<file path="src/sv/hsrv_pkg.sv">
// Shared types, constants and lookup functions for the status report validator.
package hsrv_pkg;

	localparam int unsigned PosW = 6;
	localparam logic [PosW-1:0] ReportLen = 6'd32;
	localparam logic [PosW-1:0] PosSat = 6'd33;
	localparam logic MasterSideReset = 1'b1;

	localparam logic [1:0] VERDICT_REJECT = 2'd0;
	localparam logic [1:0] VERDICT_STATUS = 2'd1;
	localparam logic [1:0] VERDICT_BOOT = 2'd2;

	// flag byte bits
	localparam int unsigned FlagMicKnown = 0;
	localparam int unsigned FlagMicMuted = 1;
	localparam int unsigned FlagOutKnown = 2;
	localparam int unsigned FlagOutMuted = 3;
	localparam int unsigned FlagWsKnown = 4;
	localparam int unsigned FlagMediaKnown = 5;
	localparam logic [7:0] FlagResvMask = 8'hc0;

	localparam logic [7:0] StatusVersion = 8'd1;
	localparam logic [7:0] LevelMax = 8'd100;
	localparam logic [7:0] PlaybackMax = 8'd2;
	localparam logic [7:0] PrintLow = 8'h20;
	localparam logic [7:0] PrintHigh = 8'h7e;

	typedef struct packed {
		logic [PosW-1:0] pos;
		logic [7:0]      flags;
		logic            status_ok;
		logic            boot_match;
		logic            label_ended;
	} rpt_state_t;

	localparam rpt_state_t RptStateReset = '{
		pos: '0, flags: '0, status_ok: 1'b1, boot_match: 1'b1, label_ended: 1'b0
	};

	// expected byte of the bootloader request; zero padding past the text
	function automatic logic [7:0] boot_char(input logic [4:0] p);
		logic [7:0] c;
		case (p)
			5'd0:    c = 8'h43;
			5'd1:    c = 8'h4f;
			5'd2:    c = 8'h52;
			5'd3:    c = 8'h4e;
			5'd4:    c = 8'h45;
			5'd5:    c = 8'h5f;
			5'd6:    c = 8'h42;
			5'd7:    c = 8'h4f;
			5'd8:    c = 8'h4f;
			5'd9:    c = 8'h54;
			5'd10:   c = 8'h4c;
			5'd11:   c = 8'h4f;
			5'd12:   c = 8'h41;
			5'd13:   c = 8'h44;
			5'd14:   c = 8'h45;
			5'd15:   c = 8'h52;
			5'd16:   c = 8'h5f;
			5'd17:   c = 8'h56;
			5'd18:   c = 8'h31;
			default: c = 8'h00;
		endcase
		return c;
	endfunction

	function automatic logic [7:0] magic_char(input logic [1:0] p);
		logic [7:0] c;
		case (p)
			2'd0:    c = 8'h4f;
			2'd1:    c = 8'h4c;
			2'd2:    c = 8'h45;
			default: c = 8'h44;
		endcase
		return c;
	endfunction

endpackage

</file>
<file path="src/sv/hsrv_byte_check.sv">
// Per-byte field checks and report bookkeeping for one incoming byte.
module hsrv_byte_check (
	input  hsrv_pkg::rpt_state_t cur,
	input  logic [7:0]           report_byte,
	input  logic                 last_byte,
	input  logic                 master_side,
	output hsrv_pkg::rpt_state_t nxt,
	output logic [1:0]           verdict
);

	hsrv_pkg::rpt_state_t upd;
	logic                 ended;
	logic                 known;
	logic [7:0]           b;

	assign b = report_byte;

	always_comb begin
		upd = cur;
		ended = cur.label_ended;
		known = 1'b0;
		if (cur.pos < hsrv_pkg::ReportLen) begin
			if (b != hsrv_pkg::boot_char(cur.pos[4:0]))
				upd.boot_match = 1'b0;
			if (cur.pos < 6'd4) begin
				if (b != hsrv_pkg::magic_char(cur.pos[1:0]))
					upd.status_ok = 1'b0;
			end else if (cur.pos == 6'd4) begin
				if (b != hsrv_pkg::StatusVersion)
					upd.status_ok = 1'b0;
			end else if (cur.pos == 6'd5) begin
				upd.flags = b;
				if ((b & hsrv_pkg::FlagResvMask) != 8'd0
						|| (b[hsrv_pkg::FlagMicMuted] && !b[hsrv_pkg::FlagMicKnown])
						|| (b[hsrv_pkg::FlagOutMuted] && !b[hsrv_pkg::FlagOutKnown]))
					upd.status_ok = 1'b0;
			end else if (cur.pos == 6'd6) begin
				if (b > hsrv_pkg::LevelMax
						|| (!cur.flags[hsrv_pkg::FlagOutKnown] && b != 8'd0))
					upd.status_ok = 1'b0;
			end else if (cur.pos == 6'd7) begin
				if (b > hsrv_pkg::PlaybackMax
						|| (!cur.flags[hsrv_pkg::FlagMediaKnown] && b != 8'd0))
					upd.status_ok = 1'b0;
			end else begin
				// labels: an unknown label starts out already ended
				if (cur.pos == 6'd8) begin
					known = cur.flags[hsrv_pkg::FlagWsKnown];
					ended = !known;
					if (known && b == 8'd0)
						upd.status_ok = 1'b0;
				end else if (cur.pos == 6'd16) begin
					ended = !cur.flags[hsrv_pkg::FlagMediaKnown];
				end
				if (b == 8'd0) begin
					ended = 1'b1;
				end else if (ended || b < hsrv_pkg::PrintLow || b > hsrv_pkg::PrintHigh) begin
					upd.status_ok = 1'b0;
				end
				upd.label_ended = ended;
			end
		end
		upd.pos = (cur.pos < hsrv_pkg::PosSat) ? cur.pos + 6'd1 : hsrv_pkg::PosSat;

		verdict = hsrv_pkg::VERDICT_REJECT;
		if (cur.pos == hsrv_pkg::ReportLen - 6'd1) begin
			if (upd.boot_match)
				verdict = hsrv_pkg::VERDICT_BOOT;
			else if (upd.status_ok && master_side)
				verdict = hsrv_pkg::VERDICT_STATUS;
		end

		nxt = last_byte ? hsrv_pkg::RptStateReset : upd;
	end

endmodule

</file>
<file path="src/sv/hid_status_report_validator.sv">
// Top level of the status report validator: input register, byte checks, verdict register.
// Takes one report byte per cycle unless stalled and gives one verdict on each byte marked
// last: 2 for the exact 32-byte bootloader request, 1 for a well-formed 32-byte status
// report while master_side is set, 0 otherwise. Throughput is one byte every cycle unless
// stalled; a byte is checked in the cycle after its transfer (one input register, then
// the check logic into the verdict register), so a verdict follows its last byte through
// both registers. in_stall rises only when a verdict is waiting in the output register,
// the output is stalled and the byte in the input register is itself a last byte.
module hid_status_report_validator (
	input  logic       clk,
	input  logic       arst_n,
	input  logic       in_valid,
	output logic       in_stall,
	input  logic [7:0] report_byte,
	input  logic       last_byte,
	output logic       out_valid,
	input  logic       out_stall,
	output logic [1:0] verdict,
	input  logic       cfg_we,
	input  logic       cfg_wdata
);

	logic                 valid_s1;
	logic [7:0]           byte_s1;
	logic                 last_s1;
	hsrv_pkg::rpt_state_t state_q;
	hsrv_pkg::rpt_state_t state_nxt;
	logic                 master_side_q;
	logic                 out_valid_q;
	logic [1:0]           verdict_q;
	logic [1:0]           verdict_nxt;
	logic                 advance;
	logic                 in_take;

	assign advance = !valid_s1 || !last_s1 || !out_valid_q || !out_stall;
	assign in_stall = valid_s1 && !advance;
	assign in_take = in_valid && !in_stall;

	hsrv_byte_check u_check (
		.cur         (state_q),
		.report_byte (byte_s1),
		.last_byte   (last_s1),
		.master_side (master_side_q),
		.nxt         (state_nxt),
		.verdict     (verdict_nxt)
	);

	always_ff @(posedge clk or negedge arst_n) begin
		if (!arst_n) begin
			master_side_q <= hsrv_pkg::MasterSideReset;
		end else if (cfg_we) begin
			master_side_q <= cfg_wdata;
		end
	end

	always_ff @(posedge clk or negedge arst_n) begin
		if (!arst_n) begin
			valid_s1 <= 1'b0;
		end else if (advance) begin
			valid_s1 <= in_take;
		end
	end

	always_ff @(posedge clk) begin
		if (in_take) begin
			byte_s1 <= report_byte;
			last_s1 <= last_byte;
		end
	end

	always_ff @(posedge clk or negedge arst_n) begin
		if (!arst_n) begin
			state_q <= hsrv_pkg::RptStateReset;
		end else if (valid_s1 && advance) begin
			state_q <= state_nxt;
		end
	end

	always_ff @(posedge clk or negedge arst_n) begin
		if (!arst_n) begin
			out_valid_q <= 1'b0;
		end else if (valid_s1 && last_s1 && advance) begin
			out_valid_q <= 1'b1;
		end else if (!out_stall) begin
			out_valid_q <= 1'b0;
		end
	end

	always_ff @(posedge clk) begin
		if (valid_s1 && last_s1 && advance)
			verdict_q <= verdict_nxt;
	end

	assign out_valid = out_valid_q;
	assign verdict = verdict_q;

	a_verdict_code: assert property (@(posedge clk) disable iff (!arst_n)
		out_valid_q |-> (verdict_q <= hsrv_pkg::VERDICT_BOOT))
		else $error("verdict holds an unused code");

	a_pos_sat: assert property (@(posedge clk) disable iff (!arst_n)
		state_q.pos <= hsrv_pkg::PosSat)
		else $error("byte position ran past saturation");

	a_clear_after_last: assert property (@(posedge clk) disable iff (!arst_n)
		(valid_s1 && last_s1 && advance) |=> (state_q == hsrv_pkg::RptStateReset))
		else $error("report state not cleared after a verdict");

	a_status_needs_master: assert property (@(posedge clk) disable iff (!arst_n)
		(valid_s1 && last_s1 && advance && verdict_nxt == hsrv_pkg::VERDICT_STATUS)
		|-> master_side_q)
		else $error("status report accepted on a slave half");

	a_no_drop: assert property (@(posedge clk) disable iff (!arst_n)
		(out_valid_q && out_stall) |-> !(valid_s1 && last_s1 && advance))
		else $error("verdict overwritten while stalled");

endmodule
</file>
<file path="config.mk">
export PLATFORM = sky130hd
export DESIGN_NAME = hid_status_report_validator
export DESIGN_NICKNAME = d
export VERILOG_FILES = /design/src/sv/hsrv_pkg.sv /design/src/sv/hsrv_byte_check.sv /design/src/sv/hid_status_report_validator.sv
export SDC_FILE = /design/constraint.sdc
export NUM_CORES = 1
export LEC_CHECK = 0
export BUFFER_PORTS_ARGS = -buffer_cell sky130_fd_sc_hd__clkbuf_2
export CAP_MARGIN = 25
export CORE_UTILIZATION = 38
export CTS_CLUSTER_SIZE = 8
export DETAILED_ROUTE_END_ITERATION = 8
export GPL_ROUTABILITY_DRIVEN = 1
export PLACE_DENSITY = 0.55
export SKIP_CTS_REPAIR_TIMING = 1
export SYNTH_ARGS = -nofsm -noshare
export SYNTH_HDL_FRONTEND = slang
export SYNTH_SLANG_ARGS = --single-unit
export TNS_END_PERCENT = 100
</file>
<file path="constraint.sdc">
create_clock -name clk -period 2.3 [get_ports clk]
set_input_delay 0.23 -clock clk [delete_from_list [all_inputs] [get_ports clk]]
set_output_delay 0.23 -clock clk [all_outputs]
set_load 0.1 [all_outputs]
</file>
After elaboration in Yosys (flattened, before gate mapping)
Memories as Yosys holds them, arrays and structs flattened.
Cells that the tools add are included.
{"block": "word_totals", "rom_bits": 224, "out_inout_bits": 4, "in_bits": 15, "memories": 1, "word_cells": 123, "regBits": 29}
{"name": "(no name shown)", "words": 32, "word_bits": 7, "rd": 1, "rd_ports_with_merged_regs": 0, "wr": 0, "line": "hsrv_pkg.sv:43", "source": "case (p)"}
{"block": "classes", "n_eq_ne": 18, "mux": 43, "addsub": 1, "magnitude_cmp": 7, "bitwise_logic": 1, "reduce_logical": 40}
{"operator": "2-to-1 mux 8 bit", "count": 6}
{"operator": "2-to-1 mux 1 bit", "count": 32}
{"operator": "== test 6 x 3 -> 1 bit, second input constant", "count": 4}
{"operator": "2-to-1 mux 17 bit", "count": 1}
{"operator": "> comparator 8 x 7 -> 1 bit, second input constant", "count": 2}
{"operator": "inequality test 8 bit", "count": 2}
{"operator": "nonzero test 8 bit", "count": 2}
{"operator": "== test 6 x 5 -> 1 bit, second input constant", "count": 2}
{"operator": "less-than comparator 6 bit, second input constant", "count": 2}
{"operator": "one-hot mux 4 bit (3 select lines)", "count": 1}
{"operator": "logical AND 1 bit", "count": 11}
{"operator": "zero test 1 bit", "count": 11}
{"operator": "2-to-1 mux 11 bit", "count": 1}
{"operator": "inequality test 2 bit, second input constant", "count": 5}
{"operator": "logical OR 1 bit", "count": 9}
{"operator": "> comparator 8 x 2 -> 1 bit, second input constant", "count": 1}
{"operator": "zero test 8 bit", "count": 1}
{"operator": "less-than comparator 8 x 6 -> 1 bit, second input constant", "count": 1}
{"operator": "inequality test 8 x 1 -> 1 bit, second input constant", "count": 1}
{"operator": "AND reduction 7 bit", "count": 1}
{"operator": "adder 6 x 1 -> 6 bit, second input constant", "count": 1}
{"operator": "== test 6 x 4 -> 1 bit, second input constant", "count": 1}
{"operator": "less-than comparator 6 x 3 -> 1 bit, second input constant", "count": 1}
{"operator": "2-to-1 mux 6 bit", "count": 1}
{"operator": "9 further kinds", "count": 10}

Longest topological paths before layout
Gate-level depths: netlist of the first run.
{"block": "logic_depth", "word_depth": 22, "depth_mapped": 10, "depth_no_buf": 9}

Modules after synthesis
A second synthesis of the first run with hierarchy kept.
{"block": "unflattened", "hier_cells": 291, "area_unflattened_um2": 2547.4}
{"module": "hid_status_report_validator", "seq_area_each_um2": 834.6, "area_each_um2": 1422.6, "instances": 1, "cells_each": 121}
{"module": "hsrv_byte_check", "seq_area_each_um2": 0.0, "area_each_um2": 1124.8, "instances": 1, "cells_each": 170}

Worst setup path before layout of the first run
Ideal clock, no wire load.
{"block": "synth_timing", "path_kind": "register to register", "startpoint": "register state_q[11] (netlist name)", "endpoint": "register verdict_q[1] (netlist: verdict[1]), data pin", "path_slack_ps": -77, "stages_incl_launch_ff": 9, "path_buffers": 0, "synth_period_minus_slack_ps": 2377, "setup_ps": 170, "required_time_ps": 2130, "arrival_time_ps": 2207, "cell_sequence": "dfrtp_1 inv_1 ha_1 nor4bb_1 xor2_1 nor4b_1 o2111ai_1 or4_1 nor4_2"}
{"block": "synth_between", "elab_chain_len": 6, "elab_cells_between_ends": 8, "cone_classes": "order compare: 1; eq/ne: 2; mux: 4; memory: 1"}
{"item": "start, declared", "line": "hid_status_report_validator.sv:26", "source": "hsrv_pkg::rpt_state_t state_q;"}
{"item": "start signal, assigned", "line": "hid_status_report_validator.sv:73", "source": "state_q <= hsrv_pkg::RptStateReset;"}
{"item": "start signal, assigned", "line": "hid_status_report_validator.sv:75", "source": "state_q <= state_nxt;"}
{"item": "memory (32 x 7 bit)"}
{"item": "2-to-1 mux 8 bit", "line": "hsrv_byte_check.sv:22", "source": "if (cur.pos < hsrv_pkg::ReportLen) begin"}
{"item": "inequality test 8 bit", "line": "hsrv_byte_check.sv:23", "source": "if (b != hsrv_pkg::boot_char(cur.pos[4:0]))"}
{"item": "2-to-1 mux 1 bit", "line": "hsrv_byte_check.sv:23"}
{"item": "2-to-1 mux 11 bit", "line": "hsrv_byte_check.sv:22"}
{"item": "2-to-1 mux 2 bit", "line": "hsrv_byte_check.sv:67", "source": "if (upd.boot_match)"}
{"item": "end signal, assigned", "line": "hid_status_report_validator.sv:91", "source": "verdict_q <= verdict_nxt;"}
{"item": "end, declared", "line": "hid_status_report_validator.sv:30", "source": "logic [1:0] verdict_q;"}
Parallel ways exist; a longest one is shown, timed or not. The select of a mux whose other input is x is not followed.
A chain may end at the register's enable or synchronous reset.

Worst setup path in the final report of the first run
Same ends and word-level chain as after synthesis.

==> results of run 1 <==
## how the worst min path moves through the flow
stage                        start                 endpoint  slack [ns]  cells after the start
CTS                         arst_n  state_q[16]$_DFFE_PN0P_       -0.12                      1
global route        report_byte[7]     byte_s1[7]$_DFFE_PP_        0.11                      1
detailed placement          arst_n  state_q[16]$_DFFE_PN0P_        0.18                      1
floorplan                   arst_n    out_valid$_DFFE_PN0P_       -0.07                      0
global placement            arst_n  state_q[14]$_DFFE_PN0P_        0.18                      1
finish                   last_byte        last_s1$_DFFE_PP_        0.12                      1
## state kept, by name, summed over array words and instances, names as in the netlist
register	count
valid_s1	1
out_valid	1
last_s1	1
verdict	2
master_side_q	1
byte_s1	8
state_q	12
## critical path: cells and delay by family, from the launching register on
kind | cells | cell delay [ns]
AOI/OAI and AO/OA | 3 | 0.51
and+or+nand+nor | 3 | 0.79
buffers and inverters | 2 | 0.21
adders and majority gates | 1 | 0.25
DFF | 1 | 0.41
## cell type report
type                            instances  area share, %
Clock inverter                          1          1.289
Timing Repair Buffer                   53          15.57
Clock buffer                            3          1.772
Tap cell                               52          2.793
Sequential cell                        26          30.67
Multi-Input combinational cell        153          45.97
Inverter                               12          1.933
## metrics by stage
step / instance area [um2] / utilization [%] / instances
floorplan: 1807 / - / 207
global placement: 2111 / 47.49 / 290
detailed placement: 2111 / 47.49 / 290
CTS: 2182 / 49.10 / 294
global route: 2330 / 52.42 / 300
finish: 2330 / 52.42 / 300
## synthesized netlist by cell type (all sizes together), types with 3 or more instances
master   n  share of area [%]
nor4     6                2.4
xnor2    4                2.0
dfstp    3                4.4
a21oi    6                1.7
dfrtp   12                 17
nor2    16                3.4
buf      7                2.0
nor3    10                2.8
xor2     5                2.4
nand2   14                2.9
inv     12                2.5
nand4    6                2.1
nand3   10                2.8
ha       5                3.5
edfxtp  11                 18
and2     3                1.0
clkbuf   9                1.9
nor4b    3                1.5
o21ai   16                4.5
nand2b   8                2.8
a31oi    4                1.4
o211ai   3                1.3
## routing by layer
metal,wire (um),GRT usage [%]
met1,2093,26.94
met2,2481,34.74
met3,307,1.994
met4,96,7.111
met5,0,0
## logic make-up after synthesis
| logic type | count (synthesis) | share of synthesized area [%] |
|---|---|---|
| muxes | 2 | 1.190 |
| DFF | 26 | 39.68 |
| adders and majority gates | 6 | 4.059 |
| xor gates and xnor gates | 9 | 4.408 |
| buffers and inverters | 28 | 6.368 |
| AOI/OAI and AO/OA | 49 | 17.92 |
| and+or+nand+nor | 87 | 26.38 |
## power groups by stage
stage,registers (mW),logic [mW],clock network (mW)
floorplan,0.592,0.342,0
global placement,0.606,0.550,0
detailed placement,0.607,0.552,0
CTS,0.597,0.556,0.389
global route,0.616,0.687,0.412
finish,0.609,0.634,0.383
==> flow_metrics.env, run 1 <==
export IMPL_status="finished with violations"
export IMPL_violations="negative setup slack"
export IMPL_period_minus_slack_ns=2.341
export IMPL_gp_congestion=0.9707
export IMPL_dieArea_um2=4984
export IMPL_cts_tree="built"
export IMPL_drc=0
export IMPL_pwr_share_clk_pct=23.6
export IMPL_final_nets=269
export IMPL_syn_nets=227
export IMPL_regArea_um2=714.4
export IMPL_synth_edf_count=11
export IMPL_total_power_mw=1.626
export IMPL_drtIter0Drc=134
export IMPL_mostFrequentLayoutCells="buf_4 (32), clkbuf_2 (18), nor2_1 (16)"
export IMPL_fill_cells=410
export IMPL_synth_warnings=0
export IMPL_fin_ws_ns=-0.04057
export IMPL_yosysSeqAreaShare_pct=39.68
export IMPL_dp_hpwl_um=3777
export IMPL_cpMaxStageDelayCell="or4_4"
export IMPL_syn2layout_area_growth_pct=30.30
export IMPL_routed_via_count=1800
export IMPL_synth_area_um2=1788
export IMPL_max_cap_violations=0
export IMPL_period_share_pct=101.8
export IMPL_crit_end="verdict[1]$_SDFFCE_PP0P_"
export IMPL_drt_first_pass_iters=4
export IMPL_grt_max_degree=16
export IMPL_ys_seq_elements=26
export IMPL_die_y_um=70.60
export IMPL_antenna_found_initial=0
export IMPL_power_switching_mw=0.5558
export IMPL_cts_made_buffers=3
export IMPL_core_um2=4444
export IMPL_cp_data_required_time_ns=2.41
export IMPL_fin_skew_ns=0.002257
export IMPL_grt_pass1_wl_um=7948
export IMPL_crit_path_start="state_q[11]$_DFFE_PN0P_"
export IMPL_track_usage_pct=20.26
export IMPL_hp_class="primary input to register"
export IMPL_setup_tns_ns=-0.06147
export IMPL_endpoint_kind="register"
export IMPL_peakVddDrop_mv=0.3304
export IMPL_synthArstFlopShare_pct=57.69
export IMPL_reg2reg_to="verdict[1]$_SDFFCE_PP0P_"
export IMPL_rr_worst_depth=9
export IMPL_diodes=0
export IMPL_dp_slack_ns=-0.1106
export IMPL_clock_sinks=26
export IMPL_drive_above_1_share_pct=34.68
export IMPL_die_width_um=70.60
export IMPL_htreeDepth=1
export IMPL_pin_count=19
export IMPL_pwr_share_seq_pct=37.5
export IMPL_worstMarginPinSlew_ns=0.5448
export IMPL_io_buffers=18
export IMPL_grt_pass1_vias=1674
export IMPL_setup_violations=2
export IMPL_root_buffer="clkbuf_8"
export IMPL_initial_core_util_pct=40.23
export IMPL_crit_chain="inv_2 > buf_4 > ha_4 > nand2_1 > o211ai_1 > a31o_2 > o2111ai_2 > or4_4 > nor4_2"
export IMPL_combPwrFrac_pct=39.0
export IMPL_ys_flop_type="dfrtp_1"
export IMPL_antenna_left=0
export IMPL_reg2reg_from="state_q[11]$_DFFE_PN0P_"
export IMPL_arrival_ns=2.45
export IMPL_final_max_slew_viol_count=0
export IMPL_intPower_mw=1.070
export IMPL_avgRoutedWirePerCell_um=16.59
export IMPL_hold_viol=0
export IMPL_finalWirelength_um=4978
export IMPL_max_freq_mhz=427.2
export IMPL_clock_path_buffers=2
export IMPL_avgSynthCellArea_um2=8.638
export IMPL_overflow=0
export IMPL_rows=24
export IMPL_worst_setup_path_start_kind="register"
export IMPL_crit_type="register to register"
export IMPL_yosysUniqueCellTypes=51
export IMPL_path_clk_slew_ns=0.09
export IMPL_r2r_slack_ns=-0.04
export IMPL_p_leak_nw=0.9223
export IMPL_slowest_delay_ns=0.52
export IMPL_power_density_nw_per_um2=697.9
export IMPL_rsz0062_at_grt="true"
export IMPL_avgViaCountPerCell=6.000
export IMPL_p_sw_share_pct=34.18
export IMPL_whs_ns=0.1225
export IMPL_cp_max_fo=3
export IMPL_syn_inst=207
export IMPL_multi_input_area_um2=1071
export IMPL_relSlewSlack_pct=63.83
export IMPL_final_common_cell="buf_4"
export IMPL_insertion_delay_ns=0.28
No activity file was read; power rests on OpenSTA's default activity.
==> inputs of run 2 (changes only) <==
--- a/config.mk
+++ b/config.mk
@@ -8,9 +8,9 @@
 export BUFFER_PORTS_ARGS = -buffer_cell sky130_fd_sc_hd__clkbuf_2
 export CAP_MARGIN = 25
 export CORE_UTILIZATION = 38
-export CTS_CLUSTER_SIZE = 8
 export DETAILED_ROUTE_END_ITERATION = 8
 export GPL_ROUTABILITY_DRIVEN = 1
+export MAX_ROUTING_LAYER = met4
 export PLACE_DENSITY = 0.55
 export SKIP_CTS_REPAIR_TIMING = 1
 export SYNTH_ARGS = -nofsm -noshare
==> flow_metrics.env, run 2 (same netlist as run 1, synthesis figures left out) <==
export IMPL_status="finished with violations"
export IMPL_violations="negative setup slack"
export IMPL_rows=24
export IMPL_core_um2=4444
export IMPL_final_max_slew_viol_count=0
export IMPL_reg2reg_to="verdict[1]$_SDFFCE_PP0P_"
export IMPL_min_from="last_byte"
export IMPL_reg2reg_from="state_q[12]$_DFFE_PN0P_"
export IMPL_finalNonFillerCells=296
export IMPL_fin_area_um2=2320
export IMPL_antenna_left=0
export IMPL_diodes=0
export IMPL_final_nets=265
export IMPL_die_width_um=70.60
export IMPL_fill_cells=404
export IMPL_die_y_um=70.60
export IMPL_placed_cell_area_um2=2116
export IMPL_r2r_slack_ns=-0.009
export IMPL_arrival_ns=2.41
export IMPL_mostFrequentLayoutCells="buf_4 (29), clkbuf_2 (18), o21ai_0 (16), nor2_1 (16), nand2_1 (14)"
export IMPL_initial_core_util_pct=40.23
export IMPL_track_usage_pct=20.91
export IMPL_setup_violations=1
export IMPL_power_density_nw_per_um2=705.2
export IMPL_avgViaCountPerCell=5.993
export IMPL_endpoint_kind="register"
export IMPL_hold_path_depth=1
export IMPL_grt_pass1_wl_um=8121
export IMPL_pin_count=19
export IMPL_syn2layout_area_growth_pct=29.74
export IMPL_crit_family="simple AND/OR/NAND/NOR gates"
export IMPL_worstMarginPinSlew_ns=0.5466
export IMPL_largest_reg_flops=12
export IMPL_hold_viol=0
export IMPL_dp_hpwl_um=3767
export IMPL_final_common_cell="buf_4"
export IMPL_dp_cells=289
export IMPL_grt_max_degree=22
export IMPL_htreeDepth=1
export IMPL_routed_via_count=1774
export IMPL_cp_max_fo=4
export IMPL_regMostFlops="state_q"
export IMPL_drc=0
export IMPL_clock_sinks=26
export IMPL_intPower_mw=1.075
export IMPL_gp_congestion=1.047
export IMPL_overflow=0
export IMPL_combPwrFrac_pct=40.3
export IMPL_path_buf_inv=1
export IMPL_pwr_share_clk_pct=23.3
export IMPL_p_leak_nw=0.9118
export IMPL_drtIter0Drc=207
export IMPL_rr_worst_depth=8
export IMPL_power_switching_mw=0.5607
export IMPL_final_core_utilization_pct=52.20
export IMPL_max_cap_violations=0
export IMPL_avgRoutedWirePerCell_um=16.98
export IMPL_fin_ws_ns=-0.009170
export IMPL_cts_made_buffers=3
export IMPL_drive_above_1_share_pct=32.79
export IMPL_cpMaxStageDelayCell="or4_4"
export IMPL_crit_chain="inv_2 > ha_4 > nand2_1 > a22oi_1 > o21ai_0 > xnor2_1 > or4_4 > nor4_2"
export IMPL_p_sw_share_pct=34.27
export IMPL_finalWirelength_um=5025
export IMPL_slowest_delay_ns=0.54
export IMPL_grt_pass1_vias=1771
export IMPL_insertion_delay_ns=0.27
export IMPL_dp_slack_ns=-0.09917
export IMPL_max_freq_mhz=433.1
export IMPL_clock_path_buffers=2
export IMPL_cp_data_required_time_ns=2.40
export IMPL_period_share_pct=100.4
export IMPL_crit_type="register to register"
export IMPL_relSlewSlack_pct=63.71
export IMPL_period_minus_slack_ns=2.309
export IMPL_antenna_found_initial=0
export IMPL_hold_end="last_s1$_DFFE_PP_"
export IMPL_cts_tree="built"
export IMPL_root_buffer="clkbuf_8"
export IMPL_peakVddDrop_mv=0.3400
export IMPL_io_buffers=18
export IMPL_drt_first_pass_iters=5
export IMPL_dieArea_um2=4984
export IMPL_path_clk_slew_ns=0.10
export IMPL_total_power_mw=1.636
export IMPL_pwr_share_seq_pct=36.5
export IMPL_hp_class="primary input to register"
export IMPL_worst_setup_path_start_kind="register"
export IMPL_fin_skew_ns=0.007398
export IMPL_rsz0062_at_grt="true"
export IMPL_crit_path_start="state_q[12]$_DFFE_PN0P_"
## run 2: routing by layer
metal	up-vias	global-route usage, %	share of wire, %	wire, um
met5	-	-	0	0
met4	0	5.556	1.2	60
met3	10	4.131	7.2	361
met2	97	35.71	50	2496
met1	826	25.43	42	2106
li1	841	-	-	-
## run 2: layout make-up
class                           count  area [um2]  share of cell area (%)
Multi-Input combinational cell    153        1089                   46.93
Sequential cell                    26       711.9                   30.69
Timing Repair Buffer               49       337.8                   14.56
Tap cell                           52       65.06                   2.805
Inverter                           12       45.04                   1.942
Clock buffer                        3       41.29                   1.780
Clock inverter                      1       30.03                   1.295
## run 2: metrics by stage
stage	TNS, ns	hold WS (ns)
2_1_floorplan	0	-0.06559
3_3_place_gp	-0.08621	0.1746
3_5_place_dp	-0.1026	0.1788
4_1_cts	-0.1741	-0.1231
5_1_grt	-0.09846	0.1141
6_report	-0.009170	0.1254
## run 2: how the worst max path moves through the flow
stage,depth (start not counted),end,slack (ns)
detailed placement,8,verdict[1]$_SDFFCE_PP0P_,-0.1
floorplan,8,verdict[1]$_SDFFCE_PP0P_,0.02
CTS,8,verdict[1]$_SDFFCE_PP0P_,-0.13
global placement,7,verdict[0]$_SDFFCE_PP0P_,-0.07
global route,8,verdict[1]$_SDFFCE_PP0P_,-0.09
finish,8,verdict[1]$_SDFFCE_PP0P_,-0.009
## run 2: power groups by stage
stage | clock network, mW | logic, mW | registers (mW)
finish | 0.381 | 0.659 | 0.596
global route | 0.405 | 0.713 | 0.603
CTS | 0.390 | 0.565 | 0.592
detailed placement | 0 | 0.561 | 0.602
global placement | 0 | 0.561 | 0.600
floorplan | 0 | 0.342 | 0.592
